===== src/mfcc_pkg.sv =====
// Shared types and constants for the Modbus frame CRC checker.
// No dependencies; imported by mfcc_frame_state and the top level.
package mfcc_pkg;

  localparam int unsigned MaxFrameLen = 255;
  localparam int unsigned ByteW       = 8;
  localparam int unsigned CrcW        = 16;

  localparam logic [ByteW-1:0] MinFrameLen = 8'd3;
  localparam logic [CrcW-1:0]  CrcInit     = 16'hFFFF;
  localparam logic [CrcW-1:0]  CrcPoly     = 16'hA001;

  typedef enum logic [1:0] {
    ST_OK      = 2'd0,
    ST_SHORT   = 2'd1,
    ST_BAD_CRC = 2'd2,
    ST_LONG    = 2'd3
  } frame_status_t;

  typedef struct packed {
    frame_status_t     status;
    logic [ByteW-1:0]  command;
    logic [ByteW-1:0]  length;
    logic [CrcW-1:0]   crc;
  } frame_result_t;

endpackage


===== src/mfcc_frame_state.sv =====
// Per-frame state: running CRC-16/MODBUS, CRC history, length and command byte.
// Depends on mfcc_pkg; produces the end-of-frame result combinationally.
module mfcc_frame_state
  import mfcc_pkg::*;
#(
  parameter int unsigned MAX_FRAME_LEN = MaxFrameLen
) (
  input  logic             clk,
  input  logic             rst,
  input  logic             fire,
  input  logic [ByteW-1:0] data_byte,
  input  logic             last_byte,
  output frame_result_t    result
);

  localparam logic [ByteW-1:0] MaxCount = ByteW'(MAX_FRAME_LEN);

  function automatic logic [CrcW-1:0] crc_add_byte(input logic [CrcW-1:0] crc_in,
                                                   input logic [ByteW-1:0] b);
    logic [CrcW-1:0] c;
    c = crc_in ^ {{(CrcW-ByteW){1'b0}}, b};
    for (int k = 0; k < ByteW; k++) begin
      c = c[0] ? ((c >> 1) ^ CrcPoly) : (c >> 1);
    end
    return c;
  endfunction

  logic [CrcW-1:0]  running_crc;
  logic [CrcW-1:0]  crc_one_back;
  logic [ByteW-1:0] previous_byte;
  logic [ByteW-1:0] byte_count;
  logic [ByteW-1:0] first_byte;
  logic             overflow;

  logic [CrcW-1:0]  running_crc_next;
  logic [ByteW-1:0] byte_count_next;
  logic [ByteW-1:0] first_byte_next;
  logic             overflow_next;
  logic             at_max;
  logic             trailer_bad;

  always_comb begin
    running_crc_next = crc_add_byte(running_crc, data_byte);
    at_max           = (byte_count >= MaxCount);
    overflow_next    = overflow | at_max;
    byte_count_next  = at_max ? byte_count : byte_count + ByteW'(1);
    first_byte_next  = (byte_count == '0 && !overflow) ? data_byte : first_byte;
    trailer_bad      = (previous_byte != crc_one_back[ByteW-1:0]) ||
                       (data_byte != crc_one_back[CrcW-1:ByteW]);

    result.command = first_byte_next;
    result.length  = byte_count_next;
    result.crc     = crc_one_back;
    if (overflow_next) begin
      result.status = ST_LONG;
    end else if (byte_count_next < MinFrameLen) begin
      result.status = ST_SHORT;
    end else if (trailer_bad) begin
      result.status = ST_BAD_CRC;
    end else begin
      result.status = ST_OK;
    end
  end

  always_ff @(posedge clk) begin
    if (rst || (fire && last_byte)) begin
      running_crc   <= CrcInit;
      crc_one_back  <= CrcInit;
      previous_byte <= '0;
      byte_count    <= '0;
      first_byte    <= '0;
      overflow      <= 1'b0;
    end else if (fire) begin
      running_crc   <= running_crc_next;
      crc_one_back  <= running_crc;
      previous_byte <= data_byte;
      byte_count    <= byte_count_next;
      first_byte    <= first_byte_next;
      overflow      <= overflow_next;
    end
  end

endmodule


===== config.mk =====
export PLATFORM = sky130hd
export DESIGN_NAME = mfcc_frame_state
export DESIGN_NICKNAME = d
export VERILOG_FILES = /design/src/mfcc_pkg.sv /design/src/mfcc_frame_state.sv
export SDC_FILE = /design/constraint.sdc
export NUM_CORES = 1
export LEC_CHECK = 0
export BUFFER_PORTS_ARGS = -buffer_cell sky130_fd_sc_hd__buf_2
export CELL_PAD_IN_SITES_DETAIL_PLACEMENT = 1
export CELL_PAD_IN_SITES_GLOBAL_PLACEMENT = 1
export CORE_MARGIN = 5
export CORE_UTILIZATION = 40
export DETAILED_ROUTE_END_ITERATION = 10
export PLACE_DENSITY = 0.84
export REMOVE_ABC_BUFFERS = 1
export SYNTH_ARGS = -nofsm -noshare
export SYNTH_HDL_FRONTEND = slang
export SYNTH_SLANG_ARGS = --single-unit

===== constraint.sdc =====
create_clock -name clk -period 2.5 [get_ports clk]
set_input_delay 0.5 -clock clk [delete_from_list [all_inputs] [get_ports clk]]
set_output_delay 0.5 -clock clk [all_outputs]
set_load 0.02 [all_outputs]

==> impl_metrics.csv <==
group,metric,value,unit
drt,ant_nets,0,
drt,vias_per_cell,5.189,
drt,drt_iter0_drc,85,
drt,vias,2164,
logic_synthesis,syn-cell-area,2698,µm²
clock_tree,cts-root-buf,"clkbuf_8",
hold_path,hold_depth,2,
floorplanning,start_util,40.37,%
global_routing,grt_max_degree,34,
drt,drc,0,
clock_tree,cts_max_path_buffers,2,
cells_and_area,register_area,1051,µm²
logic_synthesis,yosysTopAreaCellShare,38.59,%
logic_synthesis,ys.flop_type,"dfxtp_1",
clock_tree,postCtsHoldBufs,0,
run_status,outcome,"finished, final reports clean",
sta,hold_viol_final,0,
hold_path,hold_class,"register to register",
logic_synthesis,synthAdderAreaFrac,1.855,%
pwr,power_density,641.5,nW/µm²
global_routing,grt_usage,16.96,%
place,port_buffers,45,
sta,whs,0.4861,ns
cells_and_area,n_antenna_cell,0,
logic_synthesis,ys_seq_area_share,38.59,%
clock_tree,cts_buffers,5,
pwr,vdd_drop_max,328.0,µV
sta,finClkSkew,0.007156,ns
floorplanning,dieArea,8486,µm²
sta,max_freq,412.4,MHz
logic_synthesis,synth_enable_flop_cells,0,
setup_path,worstSetupStartpointType,"register",
logic_synthesis,synth_simple_gate_area_share,16.33,%
logic_synthesis,synth_compound_area_share,6.076,%
sta,finalCritPeriodShare,96.99,%
drt,first_pass_iters,4,
hold_path,min_from,"byte_count[1]$_SDFFE_PP0P_",
floorplanning,die_width,92.12,µm
sta,slew_violations,0,
setup_path,path_class,"register to output pin",
floorplanning,die_height,92.12,µm
floorplanning,pin_count,46,
logic_synthesis,avgSynthCellArea,9.270,µm²
logic_synthesis,synth_xor_area_share,15.40,%
setup_path,cp.required,2.00,ns
global_routing,grt_pass1_wl,11.55,mm
cells_and_area,drive_gt1_share,26.71,%
logic_synthesis,ys_ff_latch,52,
clock_tree,clk_pin_slew,0.09,ns
setup_path,crit-reg2reg-launch,"running_crc[1]$_SDFFE_PP1P_",
setup_path,cp.arrival,1.92,ns
setup_path,rrSetupSlack,0.57,ns
clock_tree,cts_tree,"done",
place,dpl.hpwl,5.106,mm
logic_synthesis,ys_types,40,
flow_run,drv_cap,0,
global_routing,antenna_found_initial,0,
floorplanning,fp-row-count,30,
clock_tree,cts_htree_levels,2,
logic_synthesis,synthArstFlopShare,0,%
logic_synthesis,yosysWarnings,0,
floorplanning,core-area,6681,µm²
sta,setup_viol_count_final,0,
cells_and_area,finish.utilization,48.13,%
sta,layout_min_cycle_time,2.425,ns
setup_path,cp-end-kind,"output pin",
hold_path,min_to,"byte_count[1]$_SDFFE_PP0P_",
sta,rsz0062_at_grt,"true",
clock_tree,clock_latency,0.30,ns
logic_synthesis,synthMuxAreaShare,17.49,%
cells_and_area,syn2layout_area_growth,19.20,%
setup_path,reg2reg_to,"running_crc[0]$_SDFFE_PP1P_",
global_routing,first_global_vias,2294,
logic_synthesis,ys_top_cells_by_area,"dfxtp_1 39%, mux2i_1 14%, xnor2_1 7.8%",
drt,totalWireLength,6.854,mm
pwr,p_leak,1.402,nW
cells_and_area,nNetsFinal,353,
global_routing,grt.overflow.total,0,
sta,relSlewSlack,67.56,%
sta,worstMarginPinSlew,0.4832,ns
cells_and_area,multiInputGateArea,1579,µm²
logic_synthesis,synth_top_family_by_area,"multiplexers",
drt,wl_per_cell,16.44,µm
setup_path,worstRegToRegCells,5,
clock_tree,cts.sinks,52,
logic_synthesis,yosysTopAreaCell,"dfxtp_1",
logic_synthesis,synthCells,291,
place,gp_congestion,0.8286,
cells_and_area,nFillCells,810,
setup_path,cp_max_fo,8,
clock_tree,cts_setup_buffers,0,
[stage by stage]
stage	power (mW)	setup slack (ns)	area (µm²)	setup TNS [ns]	cells
2_1_floorplan	1.262	0.1572	2594	0	269
3_3_place_gp	1.398	0.2784	3043	0	410
3_5_place_dp	1.414	0.2111	3043	0	410
4_1_cts	2.077	0.01657	3191	0	417
5_1_grt	2.175	-0.03832	3216	-0.1416	417
6_report	2.063	0.07523	3216	0	417
[routing by layer]
layer  vias up  share of wire, %  wire length (µm)  GRT usage, %
li1       1071                 -                 -             -
met5         -                 0                 0             0
met4         0               1.5               103         4.703
met2        44                51              3507         30.29
met1      1039                44              3041         20.90
met3        10               2.9               202         2.871
[layout by cell type, fill, tap and decap left out, types with 2 or more instances in the layout]
master,Yosys,layout
nand4_1,4,4
o21ai_0,8,8
xor2_1,5,5
bufinv_16,0,2
dfxtp_1,52,46
o21ai_1,2,2
xnor3_1,2,2
a21oi_1,8,7
xnor2_1,24,24
mux2i_1,37,37
clkbuf_8,0,5
inv_1,2,2
buf_4,5,16
o21a_1,2,2
buf_2,2,45
nor3_1,3,3
ha_1,4,3
a31oi_1,4,4
nor4_1,2,2
and3_1,2,2
nand3_1,9,9
nor2_1,32,32
mux2_1,8,8
nand2_1,38,38
nand2b_1,2,2
nor4b_2,0,2
xnor2_2,2,2
dfxtp_2,0,5
xor2_2,2,2
[state kept, by name (all words and copies together) (netlist names)]
signal         cells
first_byte         8
previous_byte      8
running_crc       16
overflow           1
byte_count         8
crc_one_back      11
[logic make-up (layout without fill, tap and decap cells)]
| kind of cell | count (synthesis) | in the layout |
|---|---|---|
| adder cells (fa/ha/maj) | 4 | 4 |
| flip-flops | 52 | 52 |
| multiplexers | 46 | 46 |
| XOR/XNOR | 37 | 37 |
| AND/OR/NAND/NOR | 99 | 99 |
| AO/OA/AOI/OAI | 28 | 28 |
| buffers and inverters | 25 | 71 |
[worst max path at each step]
stage / startpoint / endpoint / slack (ns) / cells past startpoint
after CTS: byte_count[5]$_SDFFE_PP0P_ / result[32] / 0.02 / 6
after floorplan: byte_count[0]$_SDFFE_PP0P_ / result[33] / 0.16 / 5
after detailed placement: byte_count[4]$_SDFFE_PP0P_ / result[32] / 0.21 / 6
after global placement: data_byte[3] / result[33] / 0.28 / 8
after global routing: byte_count[0]$_SDFFE_PP0P_ / result[30] / -0.04 / 7
final: byte_count[0]$_SDFFE_PP0P_ / result[30] / 0.08 / 7
[area by class of cell]
| cell class | count | area share (%) |
|---|---|---|
| Clock buffer | 5 | 2.140 |
| Inverter | 3 | 0.3502 |
| Sequential cell | 52 | 32.68 |
| Tap cell | 80 | 3.113 |
| Clock inverter | 2 | 1.868 |
| Multi-Input combinational cell | 214 | 49.10 |
| Timing Repair Buffer | 61 | 10.74 |
[Yosys cell counts, types with 3 or more instances]
| master | number |
|---|---|
| xnor2_1 | 24 |
| o21ai_0 | 8 |
| a21oi_1 | 8 |
| dfxtp_1 | 52 |
| mux2_1 | 8 |
| nand3_1 | 9 |
| nand4_1 | 4 |
| nor3_1 | 3 |
| mux2i_1 | 37 |
| a31oi_1 | 4 |
| clkbuf_1 | 14 |
| buf_4 | 5 |
| nand2_1 | 38 |
| xor2_1 | 5 |
| nor2_1 | 32 |
| ha_1 | 4 |
[power by group]
| part | internal [mW] | switching (mW) | leakage (nW) |
|---|---|---|---|
| combinational | 0.234 | 0.254 | 0.910 |
| sequential | 0.875 | 0.0408 | 0.428 |
| clock | 0.394 | 0.265 | 0.0642 |
[critical path: stages, from the launching register on]
cell and delay (ns):
dfxtp_2 0.35, inv_1 0.12, ha_4 0.14, nor4b_2 0.24, nand2_1 0.08, buf_4 0.20
mux2_1 0.32, buf_2 0.17
[timing repair]
item,CTS,global route
gates resized for setup,4,10
setup endpoints to repair,10,5
pin swaps,0,2
Power figures use the tool's default switching activity.
